--- config.mk ---
export PLATFORM = sky130hd
export DESIGN_NAME = differential_drive_odometry
export DESIGN_NICKNAME = d
export VERILOG_FILES = /design/src/rtl/core/ddo_pkg.sv /design/src/rtl/core/differential_drive_odometry.sv /design/src/rtl/core/ddo_rem.sv /design/src/rtl/core/ddo_mul.sv /design/src/rtl/core/ddo_cordic.sv
export SDC_FILE = /design/constraint.sdc
export NUM_CORES = 2
export LEC_CHECK = 0
export BUFFER_PORTS_ARGS = -buffer_cell sky130_fd_sc_hd__buf_4
export CAP_MARGIN = 20
export CORE_ASPECT_RATIO = 0.7
export CORE_MARGIN = 2
export CORE_UTILIZATION = 50
export CTS_CLUSTER_SIZE = 20
export DETAILED_ROUTE_END_ITERATION = 6
export GPL_ROUTABILITY_DRIVEN = 1
export HOLD_SLACK_MARGIN = 0.08
export PLACE_DENSITY = 0.67
export SLEW_MARGIN = 20
export SYNTH_ARGS = -nofsm -noshare
export SYNTH_HDL_FRONTEND = slang
export SYNTH_SLANG_ARGS = --single-unit
--- constraint.sdc ---
create_clock -name clk_i -period 7 [get_ports clk_i]
set_input_delay 0.35 -clock clk_i [delete_from_list [all_inputs] [get_ports clk_i]]
set_output_delay 0.35 -clock clk_i [all_outputs]
set_load 0.01 [all_outputs]
--- src/rtl/core/ddo_pkg.sv ---
// shared types, constants and the arctangent table for the odometry block
// no dependencies
package ddo_pkg;

  localparam int unsigned CFG_IDX_W = 2;
  localparam int unsigned REM_W     = 44;  // dividend width of the remainder unit
  localparam int unsigned DIV_W     = 16;  // divisor width of the remainder unit
  localparam int unsigned MUL_W     = 34;  // operand width of the serial multiplier
  localparam int unsigned PROD_W    = 2 * MUL_W;
  localparam int unsigned CRD_W     = 34;  // cordic x/y width, q.30
  localparam int unsigned Z_W       = 28;  // cordic angle width, q.24
  localparam int unsigned ATAN_ENTRIES = 20;

  localparam logic [15:0] ANG_TWO_PI  = 16'd25736;
  localparam logic [15:0] ANG_PI      = 16'd12868;
  localparam logic [15:0] ANG_HALF_PI = 16'd6434;
  localparam logic signed [CRD_W-1:0] CORDIC_X0 = 34'sd652032874;

  localparam logic [15:0] DPC_RESET    = 16'd256;
  localparam logic [15:0] IWB_RESET    = 16'd256;
  localparam logic [15:0] PERIOD_RESET = 16'd8000;

  typedef enum logic [CFG_IDX_W-1:0] {
    CFG_DPC    = 2'd0,
    CFG_IWB    = 2'd1,
    CFG_PERIOD = 2'd2
  } ddo_cfg_e;

  typedef struct packed {
    logic               cmd;
    logic [15:0]        left_count;
    logic [15:0]        right_count;
    logic signed [15:0] heading;
  } ddo_in_t;

  typedef struct packed {
    logic signed [31:0] pos_x;
    logic signed [31:0] pos_y;
  } ddo_out_t;

  typedef enum logic [10:0] {
    S_IDLE    = 11'b00000000001,
    S_REM_L   = 11'b00000000010,
    S_REM_R   = 11'b00000000100,
    S_MUL_LEN = 11'b00000001000,
    S_MUL_TRN = 11'b00000010000,
    S_MUL_ROT = 11'b00000100000,
    S_REM_ANG = 11'b00001000000,
    S_CORDIC  = 11'b00010000000,
    S_MUL_X   = 11'b00100000000,
    S_MUL_Y   = 11'b01000000000,
    S_DONE    = 11'b10000000000
  } ddo_state_e;

  // atan(2^-i) in q.24
  function automatic logic [23:0] atan_q24(input logic [4:0] idx);
    logic [23:0] v;
    case (idx)
      5'd0:  v = 24'd13176795;
      5'd1:  v = 24'd7778716;
      5'd2:  v = 24'd4110060;
      5'd3:  v = 24'd2086331;
      5'd4:  v = 24'd1047214;
      5'd5:  v = 24'd524117;
      5'd6:  v = 24'd262123;
      5'd7:  v = 24'd131069;
      5'd8:  v = 24'd65536;
      5'd9:  v = 24'd32768;
      5'd10: v = 24'd16384;
      5'd11: v = 24'd8192;
      5'd12: v = 24'd4096;
      5'd13: v = 24'd2048;
      5'd14: v = 24'd1024;
      5'd15: v = 24'd512;
      5'd16: v = 24'd256;
      5'd17: v = 24'd128;
      5'd18: v = 24'd64;
      5'd19: v = 24'd32;
      default: v = 24'd0;
    endcase
    return v;
  endfunction

endpackage

--- src/rtl/core/differential_drive_odometry.sv ---
// update request: three remainder passes, five serial multiplies, the cordic rotation
// and a load of the output register; a re-reference request goes straight to that load.
// one request in flight; the next is taken the cycle after the result register loads,
// and an output stall on the previous result holds off that load.
// reset clears position, stored counts and heading, and restores register defaults.
module differential_drive_odometry #(
  parameter int unsigned CORDIC_STEPS = 14
) (
  input  logic                          clk_i,
  input  logic                          rst_ni,
  input  logic                          in_valid_i,
  output logic                          in_stall_o,
  input  ddo_pkg::ddo_in_t              in_req_i,
  output logic                          out_valid_o,
  input  logic                          out_stall_i,
  output ddo_pkg::ddo_out_t             out_rsp_o,
  input  logic                          cfg_valid_i,
  output logic                          cfg_ready_o,
  input  logic [ddo_pkg::CFG_IDX_W-1:0] cfg_index_i,
  input  logic [15:0]                   cfg_data_i
);
  import ddo_pkg::*;

  ddo_state_e state_q, state_d;
  logic       go_q, go_d;

  logic [15:0] dpc_q, iwb_q, per_q;
  logic [15:0] prev_l_q, prev_r_q, cur_l_q, cur_r_q;
  logic signed [15:0] prevh_q, head_q;
  logic signed [31:0] acc_x_q, acc_y_q;
  logic signed [16:0] dl_q, dr_q;
  logic signed [MUL_W-1:0] len_q, t_q;
  logic signed [44:0] ang_q;
  logic signed [15:0] zang_q;
  logic               neg_q;
  logic signed [CRD_W-1:0] cos_q, sin_q;
  logic       out_valid_q;
  ddo_out_t   out_q;

  // unit hookups
  logic               rem_start, rem_done;
  logic [REM_W-1:0]   rem_num;
  logic [DIV_W-1:0]   rem_div, rem_res;
  logic               mul_start, mul_done;
  logic signed [MUL_W-1:0]  mul_a, mul_b;
  logic signed [PROD_W-1:0] mul_prod;
  logic               crd_start, crd_done;
  logic signed [CRD_W-1:0] crd_cos, crd_sin;

  // wheel count differences
  logic [16:0] diff_l, diff_r;
  logic [15:0] mag_l, mag_r;
  logic signed [16:0] fold_d;
  logic signed [17:0] wsum, wdif;
  logic signed [16:0] hsum;
  logic signed [44:0] ang_d;
  logic [REM_W-1:0]   ang_abs;
  logic [15:0]        amod;
  logic signed [16:0] awrap;
  logic signed [15:0] afold;
  logic               aneg;
  logic signed [37:0] qprod;
  logic signed [31:0] acc_sel, acc_new;
  logic signed [38:0] acc_dif;
  logic               out_free, in_acc;

  assign diff_l = {1'b0, cur_l_q} - {1'b0, prev_l_q};
  assign diff_r = {1'b0, cur_r_q} - {1'b0, prev_r_q};
  assign mag_l  = diff_l[16] ? 16'(-diff_l) : diff_l[15:0];
  assign mag_r  = diff_r[16] ? 16'(-diff_r) : diff_r[15:0];

  // fold remainder to the signed step in (-P/2, P/2]
  function automatic logic signed [16:0] fold_step(input logic [15:0] r,
                                                   input logic neg,
                                                   input logic [15:0] p);
    logic [16:0] r2;
    logic signed [16:0] d;
    if (neg && (r != '0)) begin
      r2 = {1'b0, p} - {1'b0, r};
    end else begin
      r2 = {1'b0, r};
    end
    if ({r2, 1'b0} > {2'b0, p}) begin
      d = $signed(r2 - {1'b0, p});
    end else begin
      d = $signed(r2);
    end
    if (p < 16'd2) begin
      d = '0;
    end
    return d;
  endfunction

  always_comb begin
    if (state_q == S_REM_L) begin
      fold_d = fold_step(rem_res, diff_l[16], per_q);
    end else begin
      fold_d = fold_step(rem_res, diff_r[16], per_q);
    end
  end

  assign wsum = {dl_q[16], dl_q} + {dr_q[16], dr_q};
  assign wdif = {dr_q[16], dr_q} - {dl_q[16], dl_q};
  assign hsum = {head_q[15], head_q} + {prevh_q[15], prevh_q};
  assign ang_d = mul_prod[49:5] + {{29{hsum[16]}}, hsum[16:1]};
  assign ang_abs = ang_q[44] ? REM_W'(-ang_q) : ang_q[REM_W-1:0];

  // angle into (-pi, pi], then into [-pi/2, pi/2] with a sign flip
  always_comb begin
    if (ang_q[44] && (rem_res != '0)) begin
      amod = ANG_TWO_PI - rem_res;
    end else begin
      amod = rem_res;
    end
    if (amod > ANG_PI) begin
      awrap = $signed({1'b0, amod}) - $signed({1'b0, ANG_TWO_PI});
    end else begin
      awrap = $signed({1'b0, amod});
    end
    aneg = 1'b0;
    afold = awrap[15:0];
    if (awrap > $signed({1'b0, ANG_HALF_PI})) begin
      afold = 16'(awrap - $signed({1'b0, ANG_PI}));
      aneg  = 1'b1;
    end else if (awrap < -$signed({1'b0, ANG_HALF_PI})) begin
      afold = 16'(awrap + $signed({1'b0, ANG_PI}));
      aneg  = 1'b1;
    end
  end

  // subtract length * trig / 2^30 with saturation
  assign qprod   = mul_prod[PROD_W-1:30];
  assign acc_sel = (state_q == S_MUL_X) ? acc_x_q : acc_y_q;
  assign acc_dif = {{7{acc_sel[31]}}, acc_sel} - {qprod[37], qprod};
  always_comb begin
    if (acc_dif > 39'sd2147483647) begin
      acc_new = 32'sh7fffffff;
    end else if (acc_dif < -39'sd2147483648) begin
      acc_new = 32'sh80000000;
    end else begin
      acc_new = acc_dif[31:0];
    end
  end

  // operand selection for the shared units
  always_comb begin
    rem_num = {{(REM_W-16){1'b0}}, mag_l};
    rem_div = per_q;
    mul_a   = '0;
    mul_b   = '0;
    case (state_q)
      S_REM_R:   rem_num = {{(REM_W-16){1'b0}}, mag_r};
      S_REM_ANG: begin
        rem_num = ang_abs;
        rem_div = ANG_TWO_PI;
      end
      S_MUL_LEN: begin
        mul_a = {{(MUL_W-18){wsum[17]}}, wsum};
        mul_b = {{(MUL_W-16){1'b0}}, dpc_q};
      end
      S_MUL_TRN: begin
        mul_a = {{(MUL_W-18){wdif[17]}}, wdif};
        mul_b = {{(MUL_W-16){1'b0}}, dpc_q};
      end
      S_MUL_ROT: begin
        mul_a = t_q;
        mul_b = {{(MUL_W-16){1'b0}}, iwb_q};
      end
      S_MUL_X: begin
        mul_a = len_q;
        mul_b = cos_q;
      end
      S_MUL_Y: begin
        mul_a = len_q;
        mul_b = sin_q;
      end
      default: ;
    endcase
  end

  assign rem_start = go_q && ((state_q == S_REM_L) || (state_q == S_REM_R)
                              || (state_q == S_REM_ANG));
  assign mul_start = go_q && ((state_q == S_MUL_LEN) || (state_q == S_MUL_TRN)
                              || (state_q == S_MUL_ROT) || (state_q == S_MUL_X)
                              || (state_q == S_MUL_Y));
  assign crd_start = go_q && (state_q == S_CORDIC);

  ddo_rem u_rem (
    .clk_i      (clk_i),
    .rst_ni     (rst_ni),
    .start_i    (rem_start),
    .dividend_i (rem_num),
    .divisor_i  (rem_div),
    .done_o     (rem_done),
    .rem_o      (rem_res)
  );

  ddo_mul u_mul (
    .clk_i   (clk_i),
    .rst_ni  (rst_ni),
    .start_i (mul_start),
    .a_i     (mul_a),
    .b_i     (mul_b),
    .done_o  (mul_done),
    .prod_o  (mul_prod)
  );

  ddo_cordic #(
    .CORDIC_STEPS (CORDIC_STEPS)
  ) u_cordic (
    .clk_i   (clk_i),
    .rst_ni  (rst_ni),
    .start_i (crd_start),
    .angle_i (zang_q),
    .done_o  (crd_done),
    .cos_o   (crd_cos),
    .sin_o   (crd_sin)
  );

  assign in_acc   = in_valid_i && !in_stall_o;
  assign out_free = !out_valid_q || !out_stall_i;

  always_comb begin
    state_d = state_q;
    go_d    = 1'b0;
    unique case (state_q)
      S_IDLE: begin
        if (in_acc) begin
          state_d = in_req_i.cmd ? S_REM_L : S_DONE;
          go_d    = in_req_i.cmd;
        end
      end
      S_REM_L:   if (rem_done) begin state_d = S_REM_R;   go_d = 1'b1; end
      S_REM_R:   if (rem_done) begin state_d = S_MUL_LEN; go_d = 1'b1; end
      S_MUL_LEN: if (mul_done) begin state_d = S_MUL_TRN; go_d = 1'b1; end
      S_MUL_TRN: if (mul_done) begin state_d = S_MUL_ROT; go_d = 1'b1; end
      S_MUL_ROT: if (mul_done) begin state_d = S_REM_ANG; go_d = 1'b1; end
      S_REM_ANG: if (rem_done) begin state_d = S_CORDIC;  go_d = 1'b1; end
      S_CORDIC:  if (crd_done) begin state_d = S_MUL_X;   go_d = 1'b1; end
      S_MUL_X:   if (mul_done) begin state_d = S_MUL_Y;   go_d = 1'b1; end
      S_MUL_Y:   if (mul_done) begin state_d = S_DONE; end
      S_DONE:    if (out_free) begin state_d = S_IDLE; end
      default:   state_d = S_IDLE;
    endcase
  end

  always_ff @(posedge clk_i or negedge rst_ni) begin
    if (!rst_ni) begin
      state_q     <= S_IDLE;
      go_q        <= 1'b0;
      out_valid_q <= 1'b0;
      dpc_q       <= DPC_RESET;
      iwb_q       <= IWB_RESET;
      per_q       <= PERIOD_RESET;
      prev_l_q    <= '0;
      prev_r_q    <= '0;
      prevh_q     <= '0;
      acc_x_q     <= '0;
      acc_y_q     <= '0;
    end else begin
      state_q <= state_d;
      go_q    <= go_d;
      if (cfg_valid_i) begin
        unique case (cfg_index_i)
          CFG_DPC:    dpc_q <= cfg_data_i;
          CFG_IWB:    iwb_q <= cfg_data_i;
          CFG_PERIOD: per_q <= cfg_data_i;
          default: ;
        endcase
      end
      if ((state_q == S_MUL_X) && mul_done) begin
        acc_x_q <= acc_new;
      end
      if ((state_q == S_MUL_Y) && mul_done) begin
        acc_y_q <= acc_new;
      end
      if ((state_q == S_DONE) && out_free) begin
        out_valid_q <= 1'b1;
        prev_l_q    <= cur_l_q;
        prev_r_q    <= cur_r_q;
        prevh_q     <= head_q;
      end else if (out_valid_q && !out_stall_i) begin
        out_valid_q <= 1'b0;
      end
    end
  end

  always_ff @(posedge clk_i) begin
    if (in_acc) begin
      cur_l_q <= in_req_i.left_count;
      cur_r_q <= in_req_i.right_count;
      head_q  <= in_req_i.heading;
    end
    if ((state_q == S_REM_L) && rem_done) begin
      dl_q <= fold_d;
    end
    if ((state_q == S_REM_R) && rem_done) begin
      dr_q <= fold_d;
    end
    if ((state_q == S_MUL_LEN) && mul_done) begin
      len_q <= mul_prod[MUL_W:1];
    end
    if ((state_q == S_MUL_TRN) && mul_done) begin
      t_q <= mul_prod[MUL_W-1:0];
    end
    if ((state_q == S_MUL_ROT) && mul_done) begin
      ang_q <= ang_d;
    end
    if ((state_q == S_REM_ANG) && rem_done) begin
      zang_q <= afold;
      neg_q  <= aneg;
    end
    if ((state_q == S_CORDIC) && crd_done) begin
      cos_q <= neg_q ? -crd_cos : crd_cos;
      sin_q <= neg_q ? -crd_sin : crd_sin;
    end
    if ((state_q == S_DONE) && out_free) begin
      out_q.pos_x <= acc_x_q;
      out_q.pos_y <= acc_y_q;
    end
  end

  assign in_stall_o  = (state_q != S_IDLE);
  assign out_valid_o = out_valid_q;
  assign out_rsp_o   = out_q;
  assign cfg_ready_o = 1'b1;

endmodule

--- src/rtl/core/ddo_rem.sv ---
// bit-serial restoring remainder unit, one dividend bit per cycle
// depends on ddo_pkg
module ddo_rem (
  input  logic                      clk_i,
  input  logic                      rst_ni,
  input  logic                      start_i,
  input  logic [ddo_pkg::REM_W-1:0] dividend_i,
  input  logic [ddo_pkg::DIV_W-1:0] divisor_i,
  output logic                      done_o,
  output logic [ddo_pkg::DIV_W-1:0] rem_o
);
  import ddo_pkg::*;

  localparam int unsigned CNT_W = $clog2(REM_W);

  logic             busy_q, done_q;
  logic [CNT_W-1:0] cnt_q;
  logic [REM_W-1:0] num_q;
  logic [DIV_W-1:0] div_q, r_q, r_d;
  logic [DIV_W:0]   trial;

  always_comb begin
    trial = {r_q, num_q[REM_W-1]};
    if (trial >= {1'b0, div_q}) begin
      r_d = DIV_W'(trial - {1'b0, div_q});
    end else begin
      r_d = trial[DIV_W-1:0];
    end
  end

  always_ff @(posedge clk_i or negedge rst_ni) begin
    if (!rst_ni) begin
      busy_q <= 1'b0;
      done_q <= 1'b0;
      cnt_q  <= '0;
    end else begin
      done_q <= busy_q && (cnt_q == '0);
      if (start_i) begin
        busy_q <= 1'b1;
        cnt_q  <= CNT_W'(REM_W - 1);
      end else if (busy_q) begin
        cnt_q <= cnt_q - 1'b1;
        if (cnt_q == '0) begin
          busy_q <= 1'b0;
        end
      end
    end
  end

  always_ff @(posedge clk_i) begin
    if (start_i) begin
      num_q <= dividend_i;
      div_q <= divisor_i;
      r_q   <= '0;
    end else if (busy_q) begin
      num_q <= {num_q[REM_W-2:0], 1'b0};
      r_q   <= r_d;
    end
  end

  assign done_o = done_q;
  assign rem_o  = r_q;

endmodule

--- src/rtl/core/ddo_mul.sv ---
// bit-serial signed shift-add multiplier, one multiplier bit per cycle
// depends on ddo_pkg
module ddo_mul (
  input  logic                              clk_i,
  input  logic                              rst_ni,
  input  logic                              start_i,
  input  logic signed [ddo_pkg::MUL_W-1:0]  a_i,
  input  logic signed [ddo_pkg::MUL_W-1:0]  b_i,
  output logic                              done_o,
  output logic signed [ddo_pkg::PROD_W-1:0] prod_o
);
  import ddo_pkg::*;

  localparam int unsigned CNT_W = $clog2(MUL_W);

  logic                    busy_q, done_q;
  logic [CNT_W-1:0]        cnt_q;
  logic signed [MUL_W-1:0] a_q;
  logic signed [MUL_W:0]   hi_q, addend, sum;
  logic [MUL_W-1:0]        lo_q;

  always_comb begin
    addend = lo_q[0] ? {a_q[MUL_W-1], a_q} : '0;
    // top bit of the multiplier carries negative weight
    if (cnt_q == '0) begin
      sum = hi_q - addend;
    end else begin
      sum = hi_q + addend;
    end
  end

  always_ff @(posedge clk_i or negedge rst_ni) begin
    if (!rst_ni) begin
      busy_q <= 1'b0;
      done_q <= 1'b0;
      cnt_q  <= '0;
    end else begin
      done_q <= busy_q && (cnt_q == '0);
      if (start_i) begin
        busy_q <= 1'b1;
        cnt_q  <= CNT_W'(MUL_W - 1);
      end else if (busy_q) begin
        cnt_q <= cnt_q - 1'b1;
        if (cnt_q == '0) begin
          busy_q <= 1'b0;
        end
      end
    end
  end

  always_ff @(posedge clk_i) begin
    if (start_i) begin
      a_q  <= a_i;
      hi_q <= '0;
      lo_q <= b_i;
    end else if (busy_q) begin
      hi_q <= {sum[MUL_W], sum[MUL_W:1]};
      lo_q <= {sum[0], lo_q[MUL_W-1:1]};
    end
  end

  assign done_o = done_q;
  assign prod_o = {hi_q[MUL_W-1:0], lo_q};

endmodule

--- src/rtl/core/ddo_cordic.sv ---
// iterative rotation-mode cordic, one micro-rotation per cycle
// depends on ddo_pkg
module ddo_cordic #(
  parameter int unsigned CORDIC_STEPS = 14
) (
  input  logic                             clk_i,
  input  logic                             rst_ni,
  input  logic                             start_i,
  input  logic signed [15:0]               angle_i,
  output logic                             done_o,
  output logic signed [ddo_pkg::CRD_W-1:0] cos_o,
  output logic signed [ddo_pkg::CRD_W-1:0] sin_o
);
  import ddo_pkg::*;

  localparam int unsigned NSTEP = (CORDIC_STEPS > ATAN_ENTRIES) ? ATAN_ENTRIES : CORDIC_STEPS;

  logic                    busy_q, done_q;
  logic [4:0]              cnt_q;
  logic signed [CRD_W-1:0] x_q, y_q, xs, ys;
  logic signed [Z_W-1:0]   z_q, at;

  assign xs = x_q >>> cnt_q;
  assign ys = y_q >>> cnt_q;
  assign at = $signed({{(Z_W-24){1'b0}}, atan_q24(cnt_q)});

  always_ff @(posedge clk_i or negedge rst_ni) begin
    if (!rst_ni) begin
      busy_q <= 1'b0;
      done_q <= 1'b0;
      cnt_q  <= '0;
    end else begin
      done_q <= busy_q && (cnt_q == 5'(NSTEP - 1));
      if (start_i) begin
        busy_q <= 1'b1;
        cnt_q  <= '0;
      end else if (busy_q) begin
        cnt_q <= cnt_q + 1'b1;
        if (cnt_q == 5'(NSTEP - 1)) begin
          busy_q <= 1'b0;
        end
      end
    end
  end

  always_ff @(posedge clk_i) begin
    if (start_i) begin
      x_q <= CORDIC_X0;
      y_q <= '0;
      z_q <= {angle_i, 12'b0};
    end else if (busy_q) begin
      if (!z_q[Z_W-1]) begin
        x_q <= x_q - ys;
        y_q <= y_q + xs;
        z_q <= z_q - at;
      end else begin
        x_q <= x_q + ys;
        y_q <= y_q - xs;
        z_q <= z_q + at;
      end
    end
  end

  assign done_o = done_q;
  assign cos_o  = x_q;
  assign sin_o  = y_q;

endmodule

# Yosys cells after proc, flatten, opt, wreduce, memory -nomap -nowiden
# Memories as Yosys holds them, arrays and structs flattened.
# Cells that the tools add are included.
[word_totals]
wordCells = 232
regBits = 814
out_inout_bits = 67
memories = 1
rom_bits = 768
[classes]
reduce_logical = 47
n_lt_le_gt_ge = 9
n_mux = 72
n_addsub = 31
n_eq_ne = 26
n_shift = 2
[memory_table]
columns = ["memory", "depth", "word_bits", "read_ports", "rd_ports_with_merged_regs", "wr", "line_no", "source"]
rows = [
  ["(no name shown)", 32, 24, 1, 0, 0, "ddo_pkg.sv:58", "case (idx)"],
]
[op_table]
columns = ["cell", "count"]
rows = [
  ["$pmux W34 S4", 2],
  ["$mux W34", 6],
  ["$mux W17", 10],
  ["$mux W11", 12],
  ["$mux W44", 3],
  ["$pmux W11 S11", 1],
  ["$mux W16", 6],
  ["$mux W32", 3],
  ["$pmux W44 S2", 1],
  ["$mux W28", 3],
  ["$mux W35", 2],
  ["$add A34 B34 Y34", 2],
  ["$neg A34 Y34", 2],
  ["$sshr A34 B5 Y34", 2],
  ["$sub A34 B34 Y34", 2],
  ["$sub A16 B16 Y17", 3],
  ["$add A45 B45 Y45", 1],
  ["$neg A44 Y44", 1],
  ["$gt A39 B32 Y1 const B", 1],
  ["$lt A39 B32 Y1 const B", 1],
  ["$sub A32 B38 Y39", 1],
  ["$gt A18 B16 Y1", 2],
  ["$add A34 B35 Y35", 1],
  ["$sub A34 B35 Y35", 1],
  ["other kinds (52)", 118],
]

# Longest topological paths before layout
[logic_depth]
ltp_word = 8
depth_mapped = 33
depth_no_buf = 30

# Modules after synthesis
# From an unflattened synthesis, not the netlist that was laid out.
[hier_totals]
cells_unflattened = 6543
hier_area_um2 = 60659.4
[by_module_without_submodules]
columns = ["module", "area_per_inst_um2", "instances", "cells_per_inst", "seq_area_each_um2"]
rows = [
  ["differential_drive_odometry", 35298.9, 1, 3704, 14670.3],
  ["ddo_cordic", 14216.1, 1, 1784, 2257.2],
  ["ddo_mul", 6690.2, 1, 680, 2922.8],
  ["ddo_rem", 4454.3, 1, 375, 2322.2],
]

# Worst setup path before layout
# Ideal clock, no wire load.
[synth_timing]
path_type = "flip-flop to flip-flop"
startpoint = "register head_q[0]"
endpoint = "register ang_q[44] (data pin)"
path_buffers = 0
stages_incl_launch_ff = 26
setup_time_ns = 0.265
path_slack_ns = 0.066
required_ns = 6.735
arrival_ns = 6.669
cell_sequence = "edfxtp_1 -> and2_1 -> fa_1 -> a21o_1 -> a21oi_1 -> o21bai_1 -> a21oi_1 -> o21bai_1 -> a21oi_1 -> nor2b_1 -> o21a_1 -> o41ai_1 -> o21ai_0 -> o22ai_1 -> ha_1 -> a21o_1 -> a21o_1 -> a21oi_1 -> and3_1 -> o211ai_1 -> a21oi_1 -> o31ai_1 -> a311oi_1 -> o21ai_0 -> a221oi_1 -> xnor2_1"
[synth_via]
elab_chain_len = 2
[synth_lines]
columns = ["element", "line_no", "source"]
rows = [
  ["from (decl)", "differential_drive_odometry.sv:29", "logic signed [15:0] prevh_q, head_q;"],
  ["from (signal assigned)", "differential_drive_odometry.sv:292", "head_q <= in_req_i.heading;"],
  ["$add A16 B16 Y17", "differential_drive_odometry.sv:104", "assign hsum = {head_q[15], head_q} + {prevh_q[15], prevh_q};"],
  ["$add A45 B45 Y45", "differential_drive_odometry.sv:105", "assign ang_d = mul_prod[49:5] + {{29{hsum[16]}}, hsum[16:1]};"],
  ["net ang_d[44]", "differential_drive_odometry.sv:56", "logic signed [44:0] ang_d;"],
  ["to (signal assigned)", "differential_drive_odometry.sv:307", "ang_q <= ang_d;"],
  ["to (decl)", "differential_drive_odometry.sv:33", "logic signed [44:0] ang_q;"],
]
# The timed path passes the listed nets, and every way through them passes these cells.
# A chain may end at the register's enable or synchronous reset.

# Final worst setup path
[layout_timing]
startpoint = "register u_cordic.cnt_q[0]"
endpoint = "register u_cordic.x_q[33], in the netlist u_cordic.cos_o[33]"
[layout_via]
elab_chain_len = 3
[layout_lines]
columns = ["element", "line_no", "source"]
rows = [
  ["from (decl)", "ddo_cordic.sv:19", "logic [4:0] cnt_q;"],
  ["from (signal assigned)", "ddo_cordic.sv:38", "cnt_q <= cnt_q + 1'b1;"],
  ["$sshr A34 B5 Y34 *", "ddo_cordic.sv:24", "assign ys = y_q >>> cnt_q;"],
  ["$sub A34 B34 Y34 / $add A34 B34 Y34 (equally long branches)", "ddo_cordic.sv:53, ddo_cordic.sv:57", ""],
  ["$mux W34 *", "ddo_cordic.sv:52", "if (!z_q[Z_W-1]) begin"],
  ["to (signal assigned)", "ddo_cordic.sv:53", "x_q <= x_q - ys;"],
  ["to (signal assigned)", "ddo_cordic.sv:57", "x_q <= x_q + ys;"],
  ["to (decl)", "ddo_cordic.sv:20", "logic signed [CRD_W-1:0] x_q, y_q, xs, ys;"],
]
# Mark *: on every way between the ends. The rest lies on a longest branch, timed or not.

==> results.json <==
{
  "min_path_type": "input port to flop",
  "finalHoldWorstSlack_ns": 0.139,
  "clk_pin_slew_ns": 0.07,
  "total_switching_power_mw": 10.4,
  "die_width_um": 417,
  "final_nets": 6980,
  "synth.cells.most_frequent": "sky130_fd_sc_hd__nand2_1, sky130_fd_sc_hd__nor2_1, sky130_fd_sc_hd__a21oi_1",
  "synthesis.area_per_instance_um2": 9.43,
  "drt_first_iter_violations": 5569,
  "start_util_pct": 50.7,
  "critPathRequiredTime_ns": 7.55,
  "dr_total_vias": 50300,
  "power.clock.fraction_pct": 21.1,
  "cell_area_after_technology_mapping_um2": 59600,
  "combinationalPowerShare_pct": 53.3,
  "finalWeightedCongestion": 1.02,
  "critical_path.endpoint_type": "flop",
  "first_pass_iters": 6,
  "maxCapViolations": 0,
  "detail_route.drc_violations": 0,
  "p_leak_nw": 27.9,
  "outcome": "completed",
  "fp-row-count": 105,
  "max_slew_margin_pct": 22.5,
  "min_delay_startpoint": "cfg_index_i[1]",
  "grt_setup_unrepaired": "false",
  "asyncSetResetFlopFracSynth_pct": 24.1,
  "finalCritPeriodShare_pct": 94.8,
  "seq_area_frac_synth_pct": 37.2,
  "synth.top_cell.area_share_pct": 24.6,
  "synthTopCellsByArea": "sky130_fd_sc_hd__edfxtp_1, sky130_fd_sc_hd__ha_1, sky130_fd_sc_hd__dfrtp_1, sky130_fd_sc_hd__xnor2_1, sky130_fd_sc_hd__dfxtp_1",
  "groute.usage.overall_pct": 28.7,
  "grt_start_max_net_pins": 142,
  "ys_seq_elements": 814,
  "cts_sinks": 814,
  "reg2reg_to": "u_cordic.cos_o[33]",
  "grt_first_pass_wirelength_mm": 276,
  "synth_most_common_cell": "sky130_fd_sc_hd__nand2_1",
  "synthToLayoutAreaGrowth_pct": 12.0,
  "post_synth_inst_count": 6325,
  "fp.dieArea_um2": 122000,
  "hold_path_depth": 3,
  "worst_ir_drop_vdd_uv": 281,
  "postSynth.topFlopCell": "sky130_fd_sc_hd__edfxtp_1",
  "synth_cell_type_count": 124,
  "timing.reg2reg.setup_slack_ns": 0.36,
  "die-height_um": 293,
  "count_of_flip_flops_with_a_built_in_enable_after_synthesis": 488,
  "switching_share_pct": 42.6,
  "setup_violations": 0,
  "insertion_delay_ns": 0.75,
  "detail_route.wl_per_cell_um": 22.0,
  "clock-skew-final_ns": 0.0784,
  "min_delay_worst_endpoint": "dpc_q[5]",
  "seqPwrFrac_pct": 25.6,
  "io-pin-count": 139,
  "number_of_clock_buffers_inserted_by_tritoncts": 87,
  "via_per_inst": 6.20,
  "cts-root-buf": "sky130_fd_sc_hd__clkbuf_16",
  "yosysTopAreaCell": "sky130_fd_sc_hd__edfxtp_1",
  "antenna_violating_nets_post_route": 0,
  "setup_tns_ns": 0,
  "buffer_ports.inserted": 137,
  "cellPowerDensity_nw_per_um2": 365,
  "intPower_mw": 14.0,
  "overflow": 0,
  "htreeDepth": 3,
  "mappedNetlistNets": 6823,
  "vias_in_the_first_global_route": 47200,
  "cts-root-to-sink-buffers": 3,
  "criticalPathCategory": "flop to flop",
  "drt-total-wl_mm": 179,
  "worst-slew-pin-transition_ns": 1.16,
  "hold_viol": 0,
  "worst-path-max-fanout": 15,
  "hpwl_mm": 133,
  "cts_tree": "yes",
  "design.core.area_um2": 118000,
  "worst_setup_path_start_kind": "flop",
  "max_clock_freq_ghz": 0.151,
  "timing.critical_path.arrival_ns": 7.18,
  "finalCriticalPeriod_ns": 6.64,
  "worst_r2r_startpoint": "u_cordic.cnt_q[0]",
  "antenna_found_initial": 2,
  "timing.final.max_slew_violations": 0,
  "r2r.worst_path.cells": 26,
  "fill_cells": 10200,
  "synth.yosys.warnings": 0,
  "proportion_of_layout_cells_with_a_drive_suffix_above_1_pct": 12.2
}
==> metrics by stage <==
step	std cells	cell area, um^2	setup WS, ns	util [%]	total power [mW]
finish	8110	66800	0.362	56.8	24.4
global route	8108	66800	0.00924	56.8	25.9
CTS	8096	66600	0.0858	56.6	24.0
detailed placement	7863	62800	0.136	53.3	18.7
global placement	7863	62800	0.282	53.3	18.6
floorplan	6325	59600	0.0660	-	15.3
==> layout make-up <==
class                   instances  area, um^2  share of cell area [%]
well taps                    1551        1940                    2.90
repair buffers                372        3090                    4.62
flip-flops and latches        814       22200                    33.2
clock buffers                 101        2250                    3.37
inverters                     316        1190                    1.78
clock inverters                63         953                    1.43
multi-input cells            4891       35200                    52.7
diodes                          2        5.00                 0.00749
==> state kept, by name, indices dropped and copies added (netlist names), 17 cells and up <==
signal	cells
sin_q	34
acc_y_q	32
u_rem.num_q	44
u_cordic.z_q	28
u_mul.hi_q	34
u_cordic.cos_o	34
dr_q	17
len_q	34
cos_q	34
dl_q	17
u_cordic.sin_o	34
t_q	34
u_mul.a_q	34
ang_q	45
u_mul.lo_q	34
acc_x_q	32
out_rsp_o	64
==> repair_timing <==
| action | in CTS | in global routing |
|---|---|---|
| hold buffers | 69 | 0 |
| endpoints found under the hold margin | 156 | 0 |
| setup endpoints to repair | 0 | 52 |
| setup buffers | 0 | 12 |
| gates resized for setup | 0 | 13 |
==> placed cells by master (no fill, tap or decap), drive strengths merged, types with 101 or more instances in the layout <==
master / Yosys / routed
inv: 309 / 315
buf: 83 / 303
ha: 411 / 411
dfxtp: 130 / 130
a21o: 162 / 162
a21oi: 492 / 492
o21ai: 416 / 416
mux2: 102 / 102
dfrtp: 187 / 187
clkbuf: 221 / 101
nor3: 117 / 117
xor2: 174 / 174
nor2: 547 / 547
nand2: 599 / 599
xnor2: 361 / 361
edfxtp: 488 / 488
mux2i: 129 / 129
==> worst max path at each step <==
stage | to | depth (start not counted) | start
3_3_place_gp | dl_q[16] | 28 | cur_r_q[0]
6_report | u_cordic.cos_o[33] | 26 | u_cordic.cnt_q[0]
5_1_grt | dr_q[12] | 30 | cur_l_q[0]
2_1_floorplan | ang_q[44] | 25 | head_q[0]
3_5_place_dp | dr_q[16] | 28 | cur_r_q[0]
4_1_cts | dl_q[16] | 28 | cur_r_q[0]
==> routing by layer <==
layer  wire length [um]  track usage, %  vias up
met2              72500            40.7     2157
met1              83800            44.1    24200
met4               4050            6.49        0
met3              18500            6.70      287
li1                   -               -    23600
met5                  0               0        -
==> cells by family after synthesis <==
kind of cell    after synthesis  share of synthesized area, %
simple gates               1803                          14.1
fa+ha+maj                   426                          9.13
other cells                   1                       0.00629
flops                       814                          37.2
buf+inv                     620                          4.08
compound gates             1795                          19.7
mux                         329                          7.79
xor+xnor                    537                          7.97
==> worst max-delay path, cell delays in order, from the launching register on <==
cell	delay (ns)
sky130_fd_sc_hd__dfrtp_4	0.45
sky130_fd_sc_hd__buf_12	0.16
sky130_fd_sc_hd__buf_12	0.18
sky130_fd_sc_hd__mux4_2	0.55
sky130_fd_sc_hd__mux4_2	0.54
sky130_fd_sc_hd__nand2_1	0.08
sky130_fd_sc_hd__and2_1	0.13
sky130_fd_sc_hd__ha_1	0.15
sky130_fd_sc_hd__and2_1	0.14
sky130_fd_sc_hd__and3_1	0.17
sky130_fd_sc_hd__nand2_1	0.07
sky130_fd_sc_hd__or4_1	0.53
sky130_fd_sc_hd__or3_1	0.43
sky130_fd_sc_hd__nand2_1	0.10
sky130_fd_sc_hd__xnor2_1	0.12
sky130_fd_sc_hd__ha_1	0.27
sky130_fd_sc_hd__a21o_1	0.21
sky130_fd_sc_hd__a2111oi_0	0.49
sky130_fd_sc_hd__nor3_1	0.14
sky130_fd_sc_hd__o31a_1	0.37
sky130_fd_sc_hd__o211ai_1	0.32
sky130_fd_sc_hd__a41o_1	0.27
sky130_fd_sc_hd__o21ai_0	0.12
sky130_fd_sc_hd__xnor2_1	0.17
sky130_fd_sc_hd__nand2_1	0.09
sky130_fd_sc_hd__xnor2_1	0.17
sky130_fd_sc_hd__nor2_1	0.05
==> power by group through the flow <==
stage	clock network [mW]	registers, mW	logic [mW]
CTS	5.24	6.23	12.6
finish	5.16	6.24	13.0
global route	5.43	6.28	14.2
floorplan	0	6.25	9.09
global placement	0	6.32	12.3
detailed placement	0	6.33	12.4
Power figures use the tool's default switching activity.
